--- src/rtl/pai_pkg.sv ---
// shared constants and types for the particle attractor integrator
`timescale 1ns / 1ps
`default_nettype none

package pai_pkg;

   localparam int FRAC_BITS_DEF   = 8;
   localparam int COORD_WIDTH_DEF = 24;
   localparam int MASS_W          = 16;
   localparam int DT_W            = 16;
   localparam int ATT_W           = 20;
   localparam int AREA_W          = 13;
   localparam int CSR_IDX_W       = 2;
   localparam int CSR_DATA_W      = 20;

   localparam logic [ATT_W-1:0]  ATT_X_RST  = ATT_W'(163840);
   localparam logic [ATT_W-1:0]  ATT_Y_RST  = ATT_W'(122880);
   localparam logic [AREA_W-1:0] AREA_W_RST = AREA_W'(1280);
   localparam logic [AREA_W-1:0] AREA_H_RST = AREA_W'(960);

   typedef enum logic [CSR_IDX_W-1:0] {
      CSR_ATTRACTOR_X = 2'd0,
      CSR_ATTRACTOR_Y = 2'd1,
      CSR_AREA_WIDTH  = 2'd2,
      CSR_AREA_HEIGHT = 2'd3
   } csr_index_type;

endpackage

`default_nettype wire

--- src/rtl/pai_isqrt.sv ---
// pipelined integer square root, one root bit per stage
`timescale 1ns / 1ps
`default_nettype none

module pai_isqrt import pai_pkg::*; #(
   parameter int IN_W   = 51,
   parameter int SIDE_W = 8,
   parameter int RT_W   = (IN_W + 1) / 2
) (
   input  wire                     clock,
   input  wire                     reset,
   input  wire                     en,
   input  wire                     in_valid,
   input  wire        [IN_W-1:0]   radicand,
   input  wire        [SIDE_W-1:0] side_in,
   output logic                    out_valid,
   output logic       [RT_W-1:0]   root,
   output logic       [SIDE_W-1:0] side_out
);

   localparam int PAD = 2 * RT_W;

   logic [RT_W+1:0]   rem_ff  [RT_W];
   logic [RT_W-1:0]   root_ff [RT_W];
   logic [PAD-1:0]    n_ff    [RT_W];
   logic [SIDE_W-1:0] side_ff [RT_W];
   logic              vld_ff  [RT_W];

   for (genvar s = 0; s < RT_W; s++) begin : g_st
      logic [RT_W+1:0]   rem_p, rem_t, trial;
      logic [RT_W-1:0]   root_p;
      logic [PAD-1:0]    n_p;
      logic [SIDE_W-1:0] side_p;
      logic              vld_p, ge;

      if (s == 0) begin : g_first
         assign rem_p  = '0;
         assign root_p = '0;
         assign n_p    = PAD'(radicand);
         assign side_p = side_in;
         assign vld_p  = in_valid;
      end else begin : g_next
         assign rem_p  = rem_ff[s-1];
         assign root_p = root_ff[s-1];
         assign n_p    = n_ff[s-1];
         assign side_p = side_ff[s-1];
         assign vld_p  = vld_ff[s-1];
      end

      assign rem_t = {rem_p[RT_W-1:0], n_p[PAD-1 -: 2]};
      assign trial = {root_p, 2'b01};
      assign ge    = rem_t >= trial;

      always_ff @(posedge clock) begin
         if (reset) begin
            vld_ff[s] <= 1'b0;
         end else if (en) begin
            vld_ff[s] <= vld_p;
         end
      end

      always_ff @(posedge clock) begin
         if (en) begin
            rem_ff[s]  <= ge ? rem_t - trial : rem_t;
            root_ff[s] <= {root_p[RT_W-2:0], ge};
            n_ff[s]    <= n_p << 2;
            side_ff[s] <= side_p;
         end
      end
   end

   assign out_valid = vld_ff[RT_W-1];
   assign root      = root_ff[RT_W-1];
   assign side_out  = side_ff[RT_W-1];

endmodule

`default_nettype wire

--- config.mk ---
export PLATFORM = sky130hd
export DESIGN_NAME = pai_isqrt
export DESIGN_NICKNAME = d
export VERILOG_FILES = /design/src/rtl/pai_pkg.sv /design/src/rtl/pai_isqrt.sv
export SDC_FILE = /design/constraint.sdc
export NUM_CORES = 2
export LEC_CHECK = 0
export ABC_AREA = 1
export BUFFER_PORTS_ARGS = -buffer_cell sky130_fd_sc_hd__clkbuf_2
export CAP_MARGIN = 20
export CELL_PAD_IN_SITES_DETAIL_PLACEMENT = 0
export CELL_PAD_IN_SITES_GLOBAL_PLACEMENT = 1
export CORE_AREA = 2 2 565 567
export DETAILED_ROUTE_END_ITERATION = 16
export DIE_AREA = 0 0 567 569
export PLACE_DENSITY = 0.58
export REMOVE_ABC_BUFFERS = 1
export SETUP_SLACK_MARGIN = 0.5
export SLEW_MARGIN = 0
export SYNTH_ARGS = -nofsm -noshare
export SYNTH_HDL_FRONTEND = slang
export SYNTH_SLANG_ARGS = --single-unit
--- constraint.sdc ---
create_clock -name clock -period 2.66 [get_ports clock]
set_input_delay 0.798 -clock clock [delete_from_list [all_inputs] [get_ports clock]]
set_output_delay 0.798 -clock clock [all_outputs]
set_load 0.1 [all_outputs]
==> results.toml <==
[worst_setup_path]
end_kind = "flop"
criticalPathCategory = "flop to flop"
path_cells = "ha_4 > nand2_8 > nor2_4 > nand2_1 > nor2_2 > nand2_1 > nand2_1 > nor2_2 > nand2_4 > clkinv_8 > buf_12 > buf_16 > nand2_1 > nand2_1"
crit_buf_inv = 3
worstPathArrival_ns = 2.95
critical-path-top-delay-family = "simple AND/OR/NAND/NOR gates"
reg2regPathDepth = 14
crit_path_max_incr_delay_ns = 0.45
critPathMaxFanout = 5
cpMostUsedCell = "nand2_1"
startpoint_type = "flop"
r2r-end = "rem_ff[2][182]$_DFFE_PP_"
regToRegSetupSlack_ns = 0.31
cp_slowest_cell = "edfxtp_1"
rr_startpoint = "rem_ff[2][149]$_DFFE_PP_"
crit_required_ns = 3.27

[synthesis]
synthArstFlopShare = 0
synth.distinct_cells = 56
ys_warn_count = 0
synth_cells = 10000
ys.flop_type = "edfxtp_1"
synth-edff-count = 1845
synth_area_um2 = 94400
ys_seq_area_frac = 0.587
ys_ff_latch = 1845
synth_area_per_cell_um2 = 9.43

[final_layout]
drive_gt1_frac = 0.202
nets = 11500
final_area_um2 = 120000
syn_to_final_growth_pct = 27.2

[power]
powerDensity_nw_per_um2 = 745
leakagePower_uw = 0.0512
peakVddDrop_mv = 0.512
p_total_uw = 89500

[place]
preCtsSetupSlack_ns = -0.101
port_buffers = 97
placed_area_um2 = 102000
dp_hpwl_mm = 203
gp_congestion = 0.875

[flow_run]
cap_violations = 0

[sta]
drv_slew = 0
fin_crit_sh = 0.883
fmax_mhz = 426
setup_tns_ns = 0
timing.final.hold_violations = 0
holdWs_ns = 0.0981
tightest_slew_ns = 0.620
setup_viol = 0
fin_ws_ns = 0.312
period_minus_slack_ns = 2.35
clock-skew-final_ns = 0.0809
grt_setup_unrepaired = "true"
relSlewSlack = 0.587

[floorplan]
core_area_um2 = 317000
die_h_um = 569
ios = 98
dieArea_um2 = 323000
row_count = 207
fp.dieW_um = 567
start_util = 0.298

[detailed_routing]
wl_mm = 273
via_per_inst = 4.52
drt_iter0_markers = 4705
vias = 69700
drt_pre_antenna_iters = 11
drtAntennaViolNets = 0
wire_per_inst_um = 17.7
drc = 0

[clock_network]
cts_root_buf = "clkbuf_16"
clk-insertion-delay-late_ns = 0.90
htree_levels = 4
cts_made_buffers = 217
clock_sinks = 1845
cts_tree = "built"
clockBufferDepth = 4
cts.reportedPaths.clkPinSlew_ns = 0.06

[global_route]
grt_first_pass_wirelength_mm = 411
grt_max_degree = 99
grtUsageTotal = 0.163
antenna_found_initial = 4
grt_pass1_vias = 68600
gr-total-overflow = 0

[worst_hold_path]
hold_depth = 1
hold_class = "primary input to flop"
hold_end = "n_ff[0][36]$_DFFE_PP_"
min-delay-start = "radicand[36]"

[run_status]
status = "completed"
[registers in the layout (all words and copies together), names as in the netlist]
name,cells
rem_ff,610
side_ff,208
n_ff,650
root_ff,351
vld_ff,26
[how the worst max path moves through the flow]
stage / startpoint / end / slack [ns] / depth (start not counted)
2_1_floorplan: rem_ff[0][169]$_DFFE_PP_ / rem_ff[0][197]$_DFFE_PP_ / 0.04 / 9
3_3_place_gp: root_ff[9][2]$_DFFE_PP_ / rem_ff[1][61]$_DFFE_PP_ / -0.1 / 10
3_5_place_dp: root_ff[9][2]$_DFFE_PP_ / rem_ff[1][61]$_DFFE_PP_ / -0.10 / 10
4_1_cts: root_ff[25][18]$_DFFE_PP_ / root[18] / 0.19 / 1
5_1_grt: root_ff[21][8]$_DFFE_PP_ / rem_ff[2][188]$_DFFE_PP_ / 0.21 / 15
6_report: rem_ff[2][149]$_DFFE_PP_ / rem_ff[2][182]$_DFFE_PP_ / 0.31 / 14
[power breakdown]
group / leakage, uW / switching [uW] / internal (uW)
sequential: 0.0178 / 2310 / 35800
clock: 0.00355 / 12600 / 18000
combinational: 0.0299 / 12600 / 8280
total: 0.0512 / 27500 / 62000
[repair_timing]
action	4_1_cts	5_1_grt
buffers inserted	214	230
endpoints found under the hold margin	22	0
gates resized for setup	608	700
hold buffers	22	0
pin swaps	146	166
endpoints found under the setup margin	610	653
cloned	22	15
[metrics by stage]
stage,utilization,instances
global placement,0.323,14500
detailed placement,0.323,14500
global route,0.379,15400
finish,0.379,15400
floorplan,-,9934
CTS,0.363,15200
[kinds of logic after synthesis]
logic type,share of synthesized area
and+or+nand+nor,0.220
AOI/OAI and AO/OA,0.0437
DFF,0.587
buffers and inverters,0.0756
other,0.0000397
xor gates and xnor gates,0.0244
adders and majority gates,0.0500
[placed cells by master (no fill, tap or decap), types with 94 or more instances in the layout]
master,n
inv_1,1596
xnor2_1,100
nand2_2,212
edfxtp_1,1845
ha_1,146
nor2_1,713
o21ai_0,166
nand2_1,2852
buf_4,653
inv_2,110
a21oi_2,94
ha_4,217
a21oi_1,296
nand3_1,514
xor2_1,161
clkbuf_16,229
nand4_1,176
[Yosys cell counts, types with 29 or more instances]
library cell  count  area [um2]
nor3_1           85         425
inv_1          1706        6400
a21oi_1         376        1880
xor2_1          162        1420
o21ai_1          59         295
nand4_1         176        1100
nor2_2           35         219
xnor2_1         101         885
o21ai_0         203        1020
nand3_1         551        2760
a21oi_2          34         298
nand2_1        3117       11700
edfxtp_1       1845       55400
nand3b_1         79         593
nand2_2          29         181
ha_1            377        4720
nor2_1          814        3060
[per-layer routing]
| layer | global-route usage | share of wire | vias up |
|---|---|---|---|
| li1 | - | - | 34900 |
| met1 | 0.219 | 0.46 | 33100 |
| met2 | 0.281 | 0.48 | 1230 |
| met3 | 0.0173 | 0.036 | 380 |
| met4 | 0.0402 | 0.024 | 0 |
| met5 | 0 | 0 | - |
[cell type report]
cell class                 count  area (um2)
fill                       31600      197000
sequential                  1845       55400
multi-input combinational   6365       37200
timing repair buffer         900        8360
inverter                    1724        6600
clock buffer                 242        5570
tap                         4180        5230
clock inverter               152        1710
timing repair inverter         3        26.3
antenna                        1        2.50
Note: power is estimated with default switching activity, not from simulation.
