File: src/rtl/pai_pkg.sv
// shared constants and types for the particle attractor integrator
`timescale 1ns / 1ps
`default_nettype none

package pai_pkg;

   localparam int FRAC_BITS_DEF   = 8;
   localparam int COORD_WIDTH_DEF = 24;
   localparam int MASS_W          = 16;
   localparam int DT_W            = 16;
   localparam int ATT_W           = 20;
   localparam int AREA_W          = 13;
   localparam int CSR_IDX_W       = 2;
   localparam int CSR_DATA_W      = 20;

   localparam logic [ATT_W-1:0]  ATT_X_RST  = ATT_W'(163840);
   localparam logic [ATT_W-1:0]  ATT_Y_RST  = ATT_W'(122880);
   localparam logic [AREA_W-1:0] AREA_W_RST = AREA_W'(1280);
   localparam logic [AREA_W-1:0] AREA_H_RST = AREA_W'(960);

   typedef enum logic [CSR_IDX_W-1:0] {
      CSR_ATTRACTOR_X = 2'd0,
      CSR_ATTRACTOR_Y = 2'd1,
      CSR_AREA_WIDTH  = 2'd2,
      CSR_AREA_HEIGHT = 2'd3
   } csr_index_type;

endpackage

`default_nettype wire

File: src/rtl/pai_div.sv
// pipelined restoring divider, one quotient bit per stage
`timescale 1ns / 1ps
`default_nettype none

module pai_div import pai_pkg::*; #(
   parameter int NW     = 33,
   parameter int DW     = 26,
   parameter int QW     = 10,
   parameter int SIDE_W = 8
) (
   input  wire                     clock,
   input  wire                     reset,
   input  wire                     en,
   input  wire                     in_valid,
   input  wire        [NW-1:0]     num,
   input  wire        [DW-1:0]     den,
   input  wire        [SIDE_W-1:0] side_in,
   output logic                    out_valid,
   output logic       [QW-1:0]     quot,
   output logic       [SIDE_W-1:0] side_out
);

   localparam int CMP_W = (NW > DW + QW) ? NW : DW + QW;

   logic [NW-1:0]     rem_ff  [QW];
   logic [DW-1:0]     den_ff  [QW];
   logic [QW-1:0]     q_ff    [QW];
   logic [SIDE_W-1:0] side_ff [QW];
   logic              vld_ff  [QW];

   for (genvar s = 0; s < QW; s++) begin : g_st
      logic [NW-1:0]     rem_p;
      logic [DW-1:0]     den_p;
      logic [QW-1:0]     q_p;
      logic [SIDE_W-1:0] side_p;
      logic              vld_p, ge;
      logic [CMP_W-1:0]  den_sh, rem_c;

      if (s == 0) begin : g_first
         assign rem_p  = num;
         assign den_p  = den;
         assign q_p    = '0;
         assign side_p = side_in;
         assign vld_p  = in_valid;
      end else begin : g_next
         assign rem_p  = rem_ff[s-1];
         assign den_p  = den_ff[s-1];
         assign q_p    = q_ff[s-1];
         assign side_p = side_ff[s-1];
         assign vld_p  = vld_ff[s-1];
      end

      assign den_sh = CMP_W'(den_p) << (QW - 1 - s);
      assign rem_c  = CMP_W'(rem_p);
      assign ge     = rem_c >= den_sh;

      always_ff @(posedge clock) begin
         if (reset) begin
            vld_ff[s] <= 1'b0;
         end else if (en) begin
            vld_ff[s] <= vld_p;
         end
      end

      always_ff @(posedge clock) begin
         if (en) begin
            rem_ff[s]  <= ge ? NW'(rem_c - den_sh) : rem_p;
            den_ff[s]  <= den_p;
            q_ff[s]    <= {q_p[QW-2:0], ge};
            side_ff[s] <= side_p;
         end
      end
   end

   assign out_valid = vld_ff[QW-1];
   assign quot      = q_ff[QW-1];
   assign side_out  = side_ff[QW-1];

endmodule

`default_nettype wire

File: config.mk
export PLATFORM = sky130hd
export DESIGN_NAME = pai_div
export DESIGN_NICKNAME = d
export VERILOG_FILES = /design/src/rtl/pai_pkg.sv /design/src/rtl/pai_div.sv
export SDC_FILE = /design/constraint.sdc
export NUM_CORES = 1
export LEC_CHECK = 0
export ABC_AREA = 1
export BUFFER_PORTS_ARGS = -buffer_cell sky130_fd_sc_hd__buf_2
export CORE_MARGIN = 2
export CORE_UTILIZATION = 59
export CTS_CLUSTER_DIAMETER = 150
export DETAILED_ROUTE_END_ITERATION = 7
export GPL_ROUTABILITY_DRIVEN = 0
export PLACE_DENSITY = 0.76
export RECOVER_POWER = 100
export SLEW_MARGIN = 20
export SYNTH_ARGS = -nofsm -noshare
export SYNTH_HDL_FRONTEND = slang
export SYNTH_SLANG_ARGS = --single-unit
File: constraint.sdc
create_clock -name clock -period 2.6 [get_ports clock]
set_input_delay 0.39 -clock clock [delete_from_list [all_inputs] [get_ports clock]]
set_output_delay 0.39 -clock clock [all_outputs]
set_load 0.02 [all_outputs]
==> impl_metrics.csv <==
group,metric,value,unit
yosys,synth-seq-cells,676,
setup_path,crit_slowest_cell,"edfxtp_1",
placement,dp_slack,-0.0217,ns
pwr,irDropWorstVdd,626,uV
floorplanning,die_h,277,um
yosys,yosysWarnings,0,
detailed_routing,drt_iter0_markers,2652,
global_routing,grt_pass1_wl,184000,um
sta,finClkSkew,0.0419,ns
floorplanning,io_pins,90,
setup_path,worstPathMaxFanout,7,
yosys,yosysTopAreaCell,"edfxtp_1",
global_routing,global_route.usage.met1,30.1,%
layout,drive_gt1_share,5.88,%
floorplanning,rows,100,
setup_path,crit_required,2.96,ns
sta,drv_slew,0,
worst_hold_path,whs_path_depth,3,
yosys,synth_commonest_cells,"nand2_1 (2310), inv_1 (1222), edfxtp_1 (676)",
sta,layout_min_cycle_time,2.56,ns
detailed_routing,ant_nets,0,
clock_network,cts-root-buf,"clkbuf_16",
setup_path,critPathLaunchType,"flip-flop",
detailed_routing,drt_first_pass_iters,8,
yosys,ys.flop_type,"edfxtp_1",
clock_network,h-tree-depth,3,
global_routing,grt.met2_usage,55.9,%
setup_path,worstPathArrival,2.92,ns
layout,area_growth,12.2,%
yosys,synthDistinctLibCells,42,
detailed_routing,vias_per_cell,5.27,
setup_path,reg2reg_depth,13,
floorplanning,die_area,76800,um^2
clock_network,clockBufferDepth,3,
placement,io_buffers,89,
floorplanning,coreArea,74200,um^2
yosys,synthTopCellsByArea,"edfxtp_1 (46%), nand2_1 (20%), inv_1 (10%)",
clock_network,insertion_delay,0.64,ns
setup_path,worstSetupPathType,"reg -> reg",
clock_network,cts_sinks,676,
global_routing,grt-ovfl-total,0,
sta,setup_slack,0.0382,ns
pwr,seqPwrFrac,34.8,%
clock_network,cts_tree,"done",
pwr,intPower,27.7,mW
yosys,syn_avg_cell_area,7.66,um^2
setup_path,end_kind,"flip-flop",
yosys,synth_edf_count,676,
worst_hold_path,whs_endpoint,"vld_ff[0]$_DFFE_PP_",
layout,nNetsFinal,6353,
pwr,p_sw_share,39.8,%
floorplanning,die_w,277,um
status,outcome,"complete, but fails checks",
pwr,comb_power_share,41.7,%
yosys,syn_area,44000,um^2
floorplanning,initial_core_util,59.3,%
worst_hold_path,hold_class,"in -> reg",
yosys,yosysMostFrequentCell,"nand2_1",
run,max-cap-violations,0,
sta,final-hold-violation-count,0,
setup_path,timing.rr.start,"den_ff[3][21]$_DFFE_PP_",
global_routing,grt_pass1_vias,37009,
sta,setup_viol,0,
detailed_routing,post-route-drc-count,3,
yosys,synth_nets,6080,
global_routing,track_usage,30.4,%
placement,dp_hpwl,91100,um
sta,slew_headroom,8.41,%
global_routing,use_met3,4.21,%
clock_network,clkTransAtPathRegs,0.06,ns
setup_path,worst-r2r-setup-slack,0.04,ns
setup_path,critical_path.max_stage_delay,0.42,ns
worst_hold_path,min_from,"in_valid",
layout,antennaDiodeCount,0,
pwr,power,46.0,mW
setup_path,r2r-end,"rem_ff[4][13]$_DFFE_PP_",
yosys,yosysSeqAreaShare,46.1,%
pwr,power_frac_clock,23.5,%
detailed_routing,wl_per_cell,16.5,um
yosys,synth_top_area_share,46.1,%
pwr,power_leakage,25.5,nW
yosys,synthArstFlopShare,0,%
sta,fin_crit_sh,98.5,%
layout,fin_util,66.6,%
pwr,switching_power,18.3,mW
setup_path,crit_top_cell,"nand2_1",
detailed_routing,vias,37140,
global_routing,grt_max_degree,82,
detailed_routing,drt_wl_total,116000,um
sta,max_freq,390,MHz
global_routing,grt_busiest_layer,"met2",
pwr,cellPowerDensity,931,nW/um^2
setup_path,path_cells,"inv_1 -> ha_2 -> nand2_1 -> nor2_2 -> nand2_1 -> nor2_1 -> nand2_1 -> nand3b_1 -> nor2_4 -> buf_12 -> clkbuf_16 -> nand2_1 -> o21ai_0",
sta,tightestPinTransition,1.37,ns
status,violations,"DRC",
yosys,synthCells,5743,
global_routing,antenna_found_initial,0,
clock_network,cts_buffers,76,
[critical path: cells and delay by family (launching register included)]
family	cells	cell delay (ns)
buffers and inverters	3	0.37
AOI/OAI and AO/OA	1	0.10
and+or+nand+nor	8	0.97
DFF	1	0.42
adders and majority gates	1	0.42
[kinds of logic (layout without fill, tap and decap cells)]
logic type	Yosys count	count (layout)	share of synthesized area [%]
fa+ha+maj	266	266	7.71
flops	676	676	46.1
xor+xnor	125	125	2.49
simple gates	3205	3205	30.0
buf+inv	1286	1619	11.4
compound gates	185	185	2.31
[area by class of cell]
type	count	area [um^2]
clock buffers	91	2000
inverters	1229	4630
clock inverters	47	519
repair buffers	252	1920
fillers	6144	24800
multi-input cells	3781	18800
well taps	969	1210
flip-flops and latches	676	20300
[metrics by stage]
step	hold WS, ns	instances	setup TNS [ns]	cell area, um^2
6_report	0.0693	7045	0	49400
3_5_place_dp	0.405	6856	-0.0694	46400
5_1_grt	0.0855	7045	-0.388	49400
3_3_place_gp	0.400	6856	0	46400
4_1_cts	0.00832	7036	0	49400
2_1_floorplan	0.400	5743	0	44000
[power by group through the flow]
stage | clock [mW] | combinational (mW) | sequential, mW
2_1_floorplan | 0 | 13.5 | 15.6
3_3_place_gp | 0 | 18.0 | 16.1
3_5_place_dp | 0 | 18.5 | 16.2
4_1_cts | 11.0 | 18.7 | 16.0
5_1_grt | 11.4 | 21.6 | 16.2
6_report | 10.8 | 19.2 | 16.0
[worst max-delay path by stage]
stage | startpoint | to | slack, ns | cells past startpoint
after global placement | num[18] | rem_ff[0][26]$_DFFE_PP_ | 0.06 | 9
final | den_ff[3][21]$_DFFE_PP_ | rem_ff[4][13]$_DFFE_PP_ | 0.04 | 13
after detailed placement | den[5] | rem_ff[0][10]$_DFFE_PP_ | -0.02 | 11
after floorplan | rem_ff[3][5]$_DFFE_PP_ | rem_ff[4][31]$_DFFE_PP_ | 0.32 | 14
after global routing | den_ff[3][8]$_DFFE_PP_ | rem_ff[4][23]$_DFFE_PP_ | -0.07 | 11
after CTS | rem_ff[3][5]$_DFFE_PP_ | rem_ff[4][19]$_DFFE_PP_ | 0.02 | 14
[routing by layer]
metal | wire length (um) | vias up | share of wire (%)
met1 | 40600 | 16754 | 35
met3 | 5420 | 599 | 4.7
met2 | 58900 | 1311 | 51
li1 | - | 18476 | -
met5 | 0 | - | 0
met4 | 11400 | 0 | 9.8
[layout by cell type (no fill, tap or decap), drive strengths merged, types with 7 or more instances in the layout]
cell type,synthesis,layout
edfxtp,676,676
nand3,284,284
nand4,131,131
nor3,27,27
buf,52,138
o21bai,7,7
bufinv,0,8
or2,7,7
fa,9,9
clkinv,1,33
xnor2,16,16
xor2,109,109
ha,257,257
inv,1228,1230
dlygate4sd3,0,42
clkbuf,5,163
and2,17,17
o21ai,41,41
nor2,367,367
nand3b,50,50
nand2,2315,2315
a21oi,134,134
[timing repair]
action / 4_1_cts / 5_1_grt
setup buffers: 0 / 7
endpoints found under the setup margin: 0 / 145
gates resized for setup: 0 / 46
hold endpoints to repair: 42 / 0
hold buffers: 42 / 0
[flip-flops by register name, indices dropped and copies added, names as in the netlist]
| signal | flops |
|---|---|
| rem_ff | 297 |
| den_ff | 234 |
| side_ff | 80 |
| q_ff | 55 |
| vld_ff | 10 |
Power figures use the tool's default switching activity.
