<file path="src/rtl/pai_pkg.sv">
// shared constants and types for the particle attractor integrator
`timescale 1ns / 1ps
`default_nettype none

package pai_pkg;

   localparam int FRAC_BITS_DEF   = 8;
   localparam int COORD_WIDTH_DEF = 24;
   localparam int MASS_W          = 16;
   localparam int DT_W            = 16;
   localparam int ATT_W           = 20;
   localparam int AREA_W          = 13;
   localparam int CSR_IDX_W       = 2;
   localparam int CSR_DATA_W      = 20;

   localparam logic [ATT_W-1:0]  ATT_X_RST  = ATT_W'(163840);
   localparam logic [ATT_W-1:0]  ATT_Y_RST  = ATT_W'(122880);
   localparam logic [AREA_W-1:0] AREA_W_RST = AREA_W'(1280);
   localparam logic [AREA_W-1:0] AREA_H_RST = AREA_W'(960);

   typedef enum logic [CSR_IDX_W-1:0] {
      CSR_ATTRACTOR_X = 2'd0,
      CSR_ATTRACTOR_Y = 2'd1,
      CSR_AREA_WIDTH  = 2'd2,
      CSR_AREA_HEIGHT = 2'd3
   } csr_index_type;

endpackage

`default_nettype wire

</file>
<file path="src/rtl/pai_axis.sv">
// per-axis euler update, saturation and boundary bounce
`timescale 1ns / 1ps
`default_nettype none

module pai_axis import pai_pkg::*; #(
   parameter int CW    = COORD_WIDTH_DEF,
   parameter int F     = FRAC_BITS_DEF,
   parameter int ACC_W = 19
) (
   input  wire                     clock,
   input  wire                     reset,
   input  wire                     en,
   input  wire                     in_valid,
   input  wire signed [CW-1:0]     pos,
   input  wire signed [CW-1:0]     vel,
   input  wire signed [ACC_W-1:0]  acc,
   input  wire        [DT_W-1:0]   dt,
   input  wire        [AREA_W-1:0] area,
   output logic                    out_valid,
   output logic signed [CW-1:0]    new_pos,
   output logic signed [CW-1:0]    new_vel,
   output logic                    bounced
);

   localparam int P1_W = DT_W + 1 + ACC_W;
   localparam int VR_W = ((CW > P1_W - F) ? CW : P1_W - F) + 1;
   localparam int H_W  = P1_W - F - 1;
   localparam int S_W  = ((CW > H_W) ? CW : H_W) + 1;
   localparam int P2_W = DT_W + 1 + S_W;
   localparam int PR_W = ((CW > P2_W - F) ? CW : P2_W - F) + 1;
   localparam int BW   = ((CW > AREA_W + F + 1) ? CW : AREA_W + F + 1) + 1;
   localparam logic signed [CW-1:0] CMAX = {1'b0, {(CW-1){1'b1}}};
   localparam logic signed [CW-1:0] CMIN = {1'b1, {(CW-1){1'b0}}};

   logic va_ff, vb_ff, vc_ff, vd_ff, ve_ff;
   logic signed [P1_W-1:0] p1_ff;
   logic signed [CW-1:0] pa_ff, pb_ff, pc_ff, pd_ff, pe_ff;
   logic signed [CW-1:0] va_d_ff, vb_d_ff, vc_d_ff, vd_d_ff, ve_d_ff;
   logic [DT_W-1:0] dta_ff, dtb_ff;
   logic signed [H_W-1:0] hb_ff;
   logic signed [P2_W-1:0] p2_ff;
   logic be_ff;

   logic signed [VR_W-1:0] vr;
   logic signed [CW-1:0]   vsat;
   logic signed [S_W-1:0]  ssum;
   logic signed [PR_W-1:0] pr;
   logic signed [CW-1:0]   psat;
   logic signed [BW-1:0]   pext, lim;
   logic                   bnc;
   logic signed [CW-1:0]   vneg;

   always_comb begin
      vr = VR_W'(va_d_ff) + VR_W'(p1_ff >>> F);
      if (vr > VR_W'(CMAX)) vsat = CMAX;
      else if (vr < VR_W'(CMIN)) vsat = CMIN;
      else vsat = CW'(vr);
      ssum = S_W'(vb_d_ff) + S_W'(hb_ff);
      pr = PR_W'(pc_ff) + PR_W'(p2_ff >>> F);
      if (pr > PR_W'(CMAX)) psat = CMAX;
      else if (pr < PR_W'(CMIN)) psat = CMIN;
      else psat = CW'(pr);
      pext = BW'(pd_ff);
      lim  = $signed(BW'({area, {F{1'b0}}}));
      bnc  = pd_ff[CW-1] || (pext > lim);
      vneg = (vd_d_ff == CMIN) ? CMAX : -vd_d_ff;
   end

   always_ff @(posedge clock) begin
      if (reset) begin
         va_ff <= 1'b0;
         vb_ff <= 1'b0;
         vc_ff <= 1'b0;
         vd_ff <= 1'b0;
         ve_ff <= 1'b0;
      end else if (en) begin
         va_ff <= in_valid;
         vb_ff <= va_ff;
         vc_ff <= vb_ff;
         vd_ff <= vc_ff;
         ve_ff <= vd_ff;
      end
   end

   always_ff @(posedge clock) begin
      if (en) begin
         p1_ff   <= $signed({1'b0, dt}) * acc;
         pa_ff   <= pos;
         va_d_ff <= vel;
         dta_ff  <= dt;
         pb_ff   <= pa_ff;
         vb_d_ff <= vsat;
         dtb_ff  <= dta_ff;
         hb_ff   <= H_W'(p1_ff >>> (F + 1));
         pc_ff   <= pb_ff;
         vc_d_ff <= vb_d_ff;
         p2_ff   <= $signed({1'b0, dtb_ff}) * ssum;
         pd_ff   <= psat;
         vd_d_ff <= vc_d_ff;
         pe_ff   <= pd_ff;
         ve_d_ff <= bnc ? vneg : vd_d_ff;
         be_ff   <= bnc;
      end
   end

   assign out_valid = ve_ff;
   assign new_pos   = pe_ff;
   assign new_vel   = ve_d_ff;
   assign bounced   = be_ff;

endmodule

`default_nettype wire

</file>
<file path="config.mk">
export PLATFORM = sky130hd
export DESIGN_NAME = pai_axis
export DESIGN_NICKNAME = d
export VERILOG_FILES = /design/src/rtl/pai_pkg.sv /design/src/rtl/pai_axis.sv
export SDC_FILE = /design/constraint.sdc
export NUM_CORES = 2
export LEC_CHECK = 0
export ABC_AREA = 0
export BUFFER_PORTS_ARGS = -buffer_cell sky130_fd_sc_hd__buf_2
export CORE_MARGIN = 1.5
export CORE_UTILIZATION = 55
export DETAILED_ROUTE_END_ITERATION = 8
export GPL_ROUTABILITY_DRIVEN = 1
export GPL_TIMING_DRIVEN = 0
export PLACE_DENSITY = 0.78
export SYNTH_ARGS = -nofsm -noshare
export SYNTH_HDL_FRONTEND = slang
export SYNTH_SLANG_ARGS = --single-unit
</file>
<file path="constraint.sdc">
create_clock -name clock -period 9.6 [get_ports clock]
set_input_delay 1.44 -clock clock [delete_from_list [all_inputs] [get_ports clock]]
set_output_delay 1.44 -clock clock [all_outputs]
set_load 0.05 [all_outputs]
</file>
==> out/metrics.csv <==
stage,metric,value,unit
run_status,status,finished with violations,
run_status,violated checks,setup timing,
logic_synthesis,async set-reset flop share out of synthesis,0,
hold_path,min-delay src,vc_d_ff[18],
clocking,H-tree Lvls,2,
sta,RSZ-0062 raised after global routing,true,
logic_synthesis,Yosys cell types,79,
placed_design,final RePlAce weighted congestion,0.992,
logic_synthesis,simple-gate share of the synthesized area,0.135,
finish,Final Non-Filler Cells,5685,
critical_path,slowest CP cell,fa_1,
sta,setup TNS,-0.00997,ns
logic_synthesis,synth cell count leaders,"inv_1 (916), fa_1 (739), nand2_1 (514)",
logic_synthesis,synthesized flop and latch total,370,
logic_synthesis,top-count cell post-synth,inv_1,
grt,largest net degree at the start of global routing,132,
critical_path,max incr delay on CP,0.55,ns
placed_design,Placed Instances,5573,
finish,layout cells sized above 1,0.0830,
detailed_routing,drt via density,5.58,
clocking,Worst-Skew Late Latency,0.60,ns
logic_synthesis,yosys warns,0,
run,maxcap violations,0,
placed_design,DP Area,46600,um^2
clocking,CTS Sinks,370,
logic_synthesis,Syn Inst Count,4362,
detailed_routing,via count,31697,
logic_synthesis,Compound-Gate Fraction of Synth Area,0.0768,
clocking,CTS tree,done,
logic_synthesis,syn_nets,5503,
critical_path,crit-path max FO,5,
die,row count,104,
sta,Min Hold Slack,0.405,ns
critical_path,"CP delay by family, top",adder cells,
logic_synthesis,Adder-Cell Fraction of Synth Area,0.418,
critical_path,worst r2r dst,p2_ff[44],
finish,Layout Nets,5735,
die,Initial Util,0.554,
clocking,Clock Path Buffers,3,
logic_synthesis,Post-synth EDFFs,365,
sta,Final Cycle Share,1.00,
sta,Tmin final,9.61,ns
detailed_routing,DR pass1 iterations,6,
detailed_routing,Post-Route WL,111000,um
die,CORE AREA,80200,um^2
grt,vias in the first global route,32741,
critical_path,Worst R2R Path Depth,36,
critical_path,CP arrival,9.93,ns
clocking,CTS Hold Bufs,0,
critical_path,Crit path top cell by count,fa_1,
critical_path,Setup crit end kind,flop,
finish,Area Growth Syn to Fin,9.82,%
logic_synthesis,"Seq/Total Area, Yosys",0.249,
critical_path,r2r setup slk,-0.01,ns
critical_path,crit path buf inv count,7,
grt,first-pass GRT wire length,175000,um
die,Chip Width,287,um
sta,skew final,0.0259,ns
sta,final worst setup slack,-0.00997,ns
die,# IOs,150,
detailed_routing,Routed WL per cell,19.5,um
detailed_routing,DR iter-0 viols,2395,
logic_synthesis,dominant cell type by area after synthesis,fa_1,
logic_synthesis,"Avg Cell Area, Syn",10.2,um^2
logic_synthesis,top post-synthesis cells by area,"fa_1 (33%), edfxtp_1 (25%), ha_1 (8.5%)",
die,DIE AREA,82400,um^2
critical_path,startpoint types,flop,
finish,final instance area,48800,um^2
critical_path,Reg2Reg Launch Point,hb_ff[0],
finish,fillcell total,6434,
grt,initial antenna violation count,3,
sta,fmax,104,MHz
clocking,root buffer cell,clkbuf_16,
sta,Rel. slew slack,0.188,
hold_path,hold path endpoint,vd_d_ff[18],
logic_synthesis,main flop type after synthesis,edfxtp_1,
critical_path,WP depth,36,
logic_synthesis,main combinational cell family by area after synthesis,adder cells,
critical_path,critical path class,flop to flop,
die,Die Y-Extent,287,um
sta,final setup fails,1,
clocking,clock-pin slew on the worst setup and hold paths,0.06,ns
logic_synthesis,post-synthesis xor/xnor area fraction,0.0276,
sta,worst-margin pin slew,1.21,ns
detailed_routing,DR DRC count,0,
placed_design,HPWL Detailed,89400,um
sta,Fin. Hold Viols,0,
critical_path,CP required,9.92,ns
clocking,CTS buffer count,41,
sta,pins over their slew limit,0,
placed_design,Port-buffer cells,149,
grt,GR Overflow Total,0,
logic_synthesis,Synth Cell Area,44400,um^2
grt,overall routing resource usage,0.273,
logic_synthesis,proportion of synthesized area in mux cells,0.00180,
hold_path,Hold Path Depth,0,
finish,ANT cells,0,
hold_path,Hold Crit Class,flop to flop,
logic_synthesis,post-synth top area share,0.333,
detailed_routing,"antenna viol nets, final",0,
[logic make-up (layout without fill, tap and decap cells)]
logic type      after synthesis  count (layout)
mux                           8               8
fa+ha+maj                  1041            1041
compound gates              511             511
xor+xnor                    140             140
buf+inv                    1073            1336
flops                       370             370
simple gates               1219            1219
[timing repair]
action	CTS	global route
pin swaps	12	61
resized for setup	55	94
endpoints found under the setup margin	21	13
endpoints found under the hold margin	0	0
setup buffers	17	27
[routing by layer]
layer | vias up | wire length, um | GRT usage
met1 | 15701 | 43200 | 0.352
li1 | 14271 | - | -
met3 | 287 | 10500 | 0.0643
met5 | - | 17 | 0
met2 | 1436 | 51900 | 0.445
met4 | 2 | 5090 | 0.116
[worst max path at each step]
stage | from | end
floorplan | vb_d_ff[0] | p2_ff[44]
global placement | vb_d_ff[0] | p2_ff[44]
detailed placement | vb_d_ff[0] | p2_ff[44]
finish | hb_ff[0] | p2_ff[44]
global route | hb_ff[0] | p2_ff[44]
CTS | vb_d_ff[0] | p2_ff[44]
[state kept, by name, summed over array words and instances, names as in the netlist, 16 cells and up]
name and cells:
new_pos 24, dta_ff 16, hb_ff 27, vd_d_ff 24, vb_d_ff 24, dtb_ff 16, pd_ff 24, pa_ff 24
pc_ff 24, new_vel 24, p2_ff 37, p1_ff 28, vc_d_ff 24, pb_ff 24, va_d_ff 24
[area by class of cell]
cell class                      instances  area (um^2)  area share
Sequential cell                       370        11100       0.227
Timing Repair Buffer                  194         1150      0.0236
Multi-Input combinational cell       2919        29800       0.611
Clock inverter                         28          273     0.00559
Clock buffer                           46         1040      0.0214
Buffer                                151          644      0.0132
Inverter                              917         3450      0.0707
Tap cell                             1060         1330      0.0272
[per-stage QoR]
step	utilization	setup slack [ns]
2_1_floorplan	-	0.0578
3_3_place_gp	0.580	-2.33
3_5_place_dp	0.581	-2.39
4_1_cts	0.602	0.00856
5_1_grt	0.608	-0.274
6_report	0.608	-0.00997
[placed cells by master, fill, tap and decap left out, drive strengths merged, types with 19 or more instances in the layout]
cell / netlist / layout
o211ai: 29 / 29
nand2b: 20 / 20
a31oi: 27 / 27
nor2: 112 / 112
and2: 310 / 310
o21ai: 71 / 71
nand4: 19 / 19
a21oi: 143 / 143
or3: 24 / 24
o21a: 23 / 23
edfxtp: 365 / 365
and3: 31 / 31
ha: 302 / 302
xnor2: 97 / 97
nand3: 70 / 70
a211oi: 22 / 22
buf: 17 / 216
nand2: 514 / 514
nor2b: 27 / 27
o21bai: 21 / 21
xor2: 43 / 43
nor3: 43 / 43
inv: 917 / 922
clkbuf: 139 / 175
fa: 739 / 739
a21o: 78 / 78
Power is not shown: default switching activity piles up to over one toggle a cycle in this logic, so the estimate is an artifact.
