===== src/rtl/pai_pkg.sv =====
// shared constants and types for the particle attractor integrator
`timescale 1ns / 1ps
`default_nettype none

package pai_pkg;

   localparam int FRAC_BITS_DEF   = 8;
   localparam int COORD_WIDTH_DEF = 24;
   localparam int MASS_W          = 16;
   localparam int DT_W            = 16;
   localparam int ATT_W           = 20;
   localparam int AREA_W          = 13;
   localparam int CSR_IDX_W       = 2;
   localparam int CSR_DATA_W      = 20;

   localparam logic [ATT_W-1:0]  ATT_X_RST  = ATT_W'(163840);
   localparam logic [ATT_W-1:0]  ATT_Y_RST  = ATT_W'(122880);
   localparam logic [AREA_W-1:0] AREA_W_RST = AREA_W'(1280);
   localparam logic [AREA_W-1:0] AREA_H_RST = AREA_W'(960);

   typedef enum logic [CSR_IDX_W-1:0] {
      CSR_ATTRACTOR_X = 2'd0,
      CSR_ATTRACTOR_Y = 2'd1,
      CSR_AREA_WIDTH  = 2'd2,
      CSR_AREA_HEIGHT = 2'd3
   } csr_index_type;

endpackage

`default_nettype wire


===== src/rtl/pai_front.sv =====
// distance vector, range scaling and squares ahead of the root
`timescale 1ns / 1ps
`default_nettype none

module pai_front import pai_pkg::*; #(
   parameter int CW     = COORD_WIDTH_DEF,
   parameter int DIFF_W = 26,
   parameter int MAG_W  = 25,
   parameter int RW     = 25,
   parameter int KW     = 5,
   parameter int SQ_W   = 51,
   parameter int SIDE_W = 128
) (
   input  wire                     clock,
   input  wire                     reset,
   input  wire                     en,
   input  wire                     in_valid,
   input  wire signed [CW-1:0]     pos_x,
   input  wire signed [CW-1:0]     pos_y,
   input  wire        [ATT_W-1:0]  att_x,
   input  wire        [ATT_W-1:0]  att_y,
   input  wire        [SIDE_W-1:0] side_in,
   output logic                    out_valid,
   output logic       [SQ_W-1:0]   sum,
   output logic       [KW-1:0]     k,
   output logic                    sign_x,
   output logic                    sign_y,
   output logic       [MAG_W-1:0]  mag_x,
   output logic       [MAG_W-1:0]  mag_y,
   output logic       [SIDE_W-1:0] side_out
);

   logic signed [DIFF_W-1:0] dx_in, dy_in;
   logic [MAG_W-1:0] mx_in, my_in, orm;
   logic [KW-1:0] k_in;
   logic [RW-1:0] a_in, b_in;

   logic v1_ff, v2_ff, v3_ff;
   logic s1x_ff, s1y_ff, s2x_ff, s2y_ff, s3x_ff, s3y_ff;
   logic [MAG_W-1:0] m1x_ff, m1y_ff, m2x_ff, m2y_ff, m3x_ff, m3y_ff;
   logic [SIDE_W-1:0] sd1_ff, sd2_ff, sd3_ff;
   logic [KW-1:0] k2_ff, k3_ff;
   logic [RW-1:0] a_ff, b_ff;
   logic [2*RW-1:0] sqa_ff, sqb_ff, sqa_in, sqb_in;

   assign dx_in = $signed({{(DIFF_W-ATT_W){1'b0}}, att_x}) - DIFF_W'(pos_x);
   assign dy_in = $signed({{(DIFF_W-ATT_W){1'b0}}, att_y}) - DIFF_W'(pos_y);
   assign mx_in = dx_in[DIFF_W-1] ? MAG_W'(-dx_in) : MAG_W'(dx_in);
   assign my_in = dy_in[DIFF_W-1] ? MAG_W'(-dy_in) : MAG_W'(dy_in);

   // bring both magnitudes below 2^31 before squaring
   always_comb begin
      orm  = m1x_ff | m1y_ff;
      k_in = '0;
      for (int i = 0; i < MAG_W; i++) begin
         if (i >= 31 && orm[i]) k_in = KW'(i - 30);
      end
      a_in = RW'(m1x_ff >> k_in);
      b_in = RW'(m1y_ff >> k_in);
   end

   assign sqa_in = (2*RW)'(a_ff) * (2*RW)'(a_ff);
   assign sqb_in = (2*RW)'(b_ff) * (2*RW)'(b_ff);

   always_ff @(posedge clock) begin
      if (reset) begin
         v1_ff <= 1'b0;
         v2_ff <= 1'b0;
         v3_ff <= 1'b0;
      end else if (en) begin
         v1_ff <= in_valid;
         v2_ff <= v1_ff;
         v3_ff <= v2_ff;
      end
   end

   always_ff @(posedge clock) begin
      if (en) begin
         s1x_ff <= dx_in[DIFF_W-1];
         s1y_ff <= dy_in[DIFF_W-1];
         m1x_ff <= mx_in;
         m1y_ff <= my_in;
         sd1_ff <= side_in;
         s2x_ff <= s1x_ff;
         s2y_ff <= s1y_ff;
         m2x_ff <= m1x_ff;
         m2y_ff <= m1y_ff;
         sd2_ff <= sd1_ff;
         k2_ff  <= k_in;
         a_ff   <= a_in;
         b_ff   <= b_in;
         s3x_ff <= s2x_ff;
         s3y_ff <= s2y_ff;
         m3x_ff <= m2x_ff;
         m3y_ff <= m2y_ff;
         sd3_ff <= sd2_ff;
         k3_ff  <= k2_ff;
         sqa_ff <= sqa_in;
         sqb_ff <= sqb_in;
      end
   end

   assign out_valid = v3_ff;
   assign sum       = SQ_W'(sqa_ff) + SQ_W'(sqb_ff);
   assign k         = k3_ff;
   assign sign_x    = s3x_ff;
   assign sign_y    = s3y_ff;
   assign mag_x     = m3x_ff;
   assign mag_y     = m3y_ff;
   assign side_out  = sd3_ff;

endmodule

`default_nettype wire


===== config.mk =====
export PLATFORM = sky130hd
export DESIGN_NAME = pai_front
export DESIGN_NICKNAME = d
export VERILOG_FILES = /design/src/rtl/pai_pkg.sv /design/src/rtl/pai_front.sv
export SDC_FILE = /design/constraint.sdc
export NUM_CORES = 2
export LEC_CHECK = 0
export BUFFER_PORTS_ARGS = -buffer_cell sky130_fd_sc_hd__buf_2
export CORE_MARGIN = 2
export CORE_UTILIZATION = 34
export CTS_CLUSTER_SIZE = 25
export DETAILED_ROUTE_END_ITERATION = 12
export SLEW_MARGIN = 25
export SYNTH_ARGS = -nofsm -noshare
export SYNTH_HDL_FRONTEND = slang
export SYNTH_SLANG_ARGS = --single-unit

===== constraint.sdc =====
create_clock -name clock -period 10 [get_ports clock]
set_clock_uncertainty 0.15 [all_clocks]
set_input_delay 1 -clock clock [delete_from_list [all_inputs] [get_ports clock]]
set_output_delay 1 -clock clock [all_outputs]
set_load 0.005 [all_outputs]

==> results summary <==
In the global route stage, overall resource usage came out at 0.160. The fraction of final layout cells sized beyond drive strength 1 is 0.109. The first global-routing pass estimated 231000 um of wire. The wire length after detailed routing came out at 144000 um. The total of buffers placed on input and output ports came out at 451.

For this run, the number of Yosys warnings is 0. The mean number of vias per cell is 4.68. The area growth from synthesis to layout came out at 12.5%. The worst reg2reg path depth came out at 25. The deepest clock path buffer count is 3. The floorplan die height is 428 um. In the global route stage, met3 resource usage came out at 0.0340. The initial antenna violation count is 8. In this run the worst path has a maximum fanout of 24.

The post-detailed-placement half-perimeter wirelength came out at 114000 um. The worst setup path is captured at a flip-flop. The routed design could run at a clock period as short as 8390 ps. Once the clock tree was built, the setup fixing pass inserted 0 buffers. The hold-critical path depth came out at 0. The layer flagged by global routing as most heavily used is met2.

The via count of the first global-routing pass came out at 42400. The latest clock arrival within the worst-skew pair is 710 ps. The number of hold buffers added after CTS came out at 0. The cell area after technology mapping came out at 61300 um^2.

The number of DRC violations after detailed-routing iteration 0 is 2404. The count of TritonRoute iterations in the first routing pass is 7. The tree built by TritonCTS fans out to 639 sinks. The measured slew at the worst slew-check pin came out at 1030 ps. Of the total synthesized cell area, the portion taken by XOR and XNOR cells is 0.0307. The run finished with clean final reports. The total clock buffers created by CTS is 79. The starting density of the core is 0.343. The endpoint required time on the critical path came out at 10290 ps. Leaving out fill and tap cells, the most frequent cell in the layout is sky130_fd_sc_hd__inv_1. The achievable clock frequency is 0.119 GHz. After synthesis, the mean cell area works out to 11.0 um^2. The arrival time at the worst endpoint came out at 8680 ps. The met2 layer usage reported by global route came out at 0.269.

Setup violations remaining at the end of the flow were counted as 0. The normalized max-slew margin is 0.305. The share of cell area taken by muxes after synthesis is 0.00268. The die area came out at 184000 um^2. Leaving out fill and tap cells, the most frequent cells in the layout are sky130_fd_sc_hd__inv_1 (1426), sky130_fd_sc_hd__fa_1 (934), sky130_fd_sc_hd__edfxtp_1 (636). The largest net degree at the start of global routing came out at 156. After synthesis, the largest family of logic cells by area is adder cells. The width of the chip came out at 428 um. The cell count after synthesis came out at 5586. The number of levels the H-tree was split into came out at 3. The global-route met1 utilization is 0.202. The hold violation total from the final report came out at 0.

After detailed routing, the average wire length per cell comes to 17.0 um. The synthesized-area fraction occupied by and/or/nand/nor cells is 0.0884. The register bit count reported by yosys came out at 639.

Yosys mapped a number of flops with a built-in enable equal to 636. The accumulated negative setup slack came out at 0 ps. The total number of placement rows is 155. TritonCTS built the clock tree. The share of synthesized cell area in full adder, half adder and majority cells is 0.400. The clock transition at the registers of the reported paths is 60 ps. The root buffer cell is sky130_fd_sc_hd__clkbuf_16. The count of pins on the block boundary came out at 457. In this run, distinct cell masters in the synthesized netlist total 90.

In this run the remaining antenna-violating nets after routing total 0. Of the available clock period, the critical path in the final layout requires 0.839. The weighted congestion at the end of routability-driven global placement came out at 0.882.

Setup repair after global routing left no endpoint under its margin. The core area is 179000 um^2. Post-CTS repair changed the size of 0 cells.

The total number of vias is 39500. The worst setup path is of the reg -> reg kind. The async set-or-reset flop fraction in the synthesized netlist came out at 0. The classification of the worst-slack hold path is reg -> reg. Across the run, the number of max-cap violations was 0. In the synthesized netlist the dominant register cell turns out to be sky130_fd_sc_hd__edfxtp_1. The fraction of the mapped netlist area in compound gates came out at 0.0675. The number of remaining DRC errors came out at 0. The net count of the finished layout is 7639.

The sequential fraction of the synthesis area came out at 0.313. STA classifies the critical path startpoint as a flip-flop. The count of final max-slew check failures came out at 0. Summed over all layers, the global routing overflow is 0.
[final cells by class]
class                      count  area [um^2]
antenna                        2         5.00
clock buffer                  94         2030
clock inverter                51          547
fill                       17500       110000
inverter                    1428         5360
multi-input combinational   3369        36100
sequential                   639        19200
tap                         2355         2950
timing repair buffer         504         2710
[cells in the mapped netlist (25+ instances only)]
library cell	n	area (um^2)
sky130_fd_sc_hd__clkbuf_1	142	533
sky130_fd_sc_hd__and3_1	36	225
sky130_fd_sc_hd__o21ai_0	98	490
sky130_fd_sc_hd__o21bai_1	25	188
sky130_fd_sc_hd__edfxtp_1	636	19100
sky130_fd_sc_hd__nand2_1	432	1620
sky130_fd_sc_hd__a211oi_1	29	218
sky130_fd_sc_hd__nand3_1	50	250
sky130_fd_sc_hd__xor2_1	74	648
sky130_fd_sc_hd__nor3_1	35	175
sky130_fd_sc_hd__a21oi_1	188	941
sky130_fd_sc_hd__a21o_1	93	698
sky130_fd_sc_hd__nor2b_1	36	225
sky130_fd_sc_hd__fa_1	934	18700
sky130_fd_sc_hd__xnor2_1	141	1230
sky130_fd_sc_hd__a31oi_1	26	163
sky130_fd_sc_hd__nor2_1	168	631
sky130_fd_sc_hd__and2_1	250	1560
sky130_fd_sc_hd__ha_1	464	5810
sky130_fd_sc_hd__inv_1	1426	5350
sky130_fd_sc_hd__o21a_1	28	210
[through the flow]
stage / setup slack [ps] / instances / hold slack [ps] / instance area, um^2 / util
after global placement: 1710 / 8294 / 250 / 66300 / 0.371
after floorplan: 2570 / 5592 / 250 / 61300 / -
final: 1610 / 8442 / 252 / 68900 / 0.385
after detailed placement: 1610 / 8294 / 255 / 66300 / 0.371
after CTS: 1600 / 8439 / 229 / 68900 / 0.385
after global routing: 1170 / 8441 / 256 / 68900 / 0.385
[cells by family (layout without fill, tap and decap cells)]
| logic type | count (synthesis) | count (layout) |
|---|---|---|
| buffers and inverters | 1584 | 2077 |
| XOR/XNOR | 215 | 215 |
| AO/OA/AOI/OAI | 628 | 628 |
| flip-flops | 639 | 639 |
| other | 1 | 9 |
| multiplexers | 16 | 16 |
| AND/OR/NAND/NOR | 1105 | 1105 |
| adder cells (fa/ha/maj) | 1398 | 1398 |
[final timing paths]
| path | end | slack (ps) | startpoint |
|---|---|---|---|
| worst min-delay path | sd2_ff[7] | 250 | sd1_ff[7] |
| worst max-delay path | sqa_ff[49] | 1610 | a_ff[2] |
| worst min register to register | sd2_ff[7] | 250 | sd1_ff[7] |
| worst max register to register | sqa_ff[49] | 1610 | a_ff[2] |
[sequential cells by signal (all words and copies together) (netlist names), 48 cells and up]
register  count
sd2_ff      128
side_out    128
sqa_ff       48
sqb_ff       48
sd1_ff      128
[layer usage]
layer	vias up	wire, um
met5	-	68
met4	10	5180
met3	189	9300
met2	972	70300
met1	19800	59100
li1	18500	-
[critical path, stage by stage, from the launching register on]
cell	delay, ps
sky130_fd_sc_hd__edfxtp_1	960
sky130_fd_sc_hd__nand2_1	240
sky130_fd_sc_hd__fa_1	570
sky130_fd_sc_hd__inv_1	50
sky130_fd_sc_hd__fa_1	540
sky130_fd_sc_hd__inv_1	60
sky130_fd_sc_hd__fa_1	520
sky130_fd_sc_hd__inv_1	50
sky130_fd_sc_hd__fa_1	510
sky130_fd_sc_hd__inv_1	60
sky130_fd_sc_hd__fa_1	530
sky130_fd_sc_hd__inv_1	50
sky130_fd_sc_hd__fa_1	490
sky130_fd_sc_hd__inv_1	60
sky130_fd_sc_hd__fa_1	480
sky130_fd_sc_hd__inv_1	40
sky130_fd_sc_hd__ha_1	210
sky130_fd_sc_hd__a211o_1	270
sky130_fd_sc_hd__a31oi_1	130
sky130_fd_sc_hd__o21ai_0	120
sky130_fd_sc_hd__a221oi_2	570
sky130_fd_sc_hd__o2111ai_1	290
sky130_fd_sc_hd__a41o_1	330
sky130_fd_sc_hd__a41oi_1	460
sky130_fd_sc_hd__a41oi_1	200
sky130_fd_sc_hd__xnor2_1	170
Power is not shown: default switching activity piles up to over one toggle a cycle in this logic, so the estimate is an artifact.
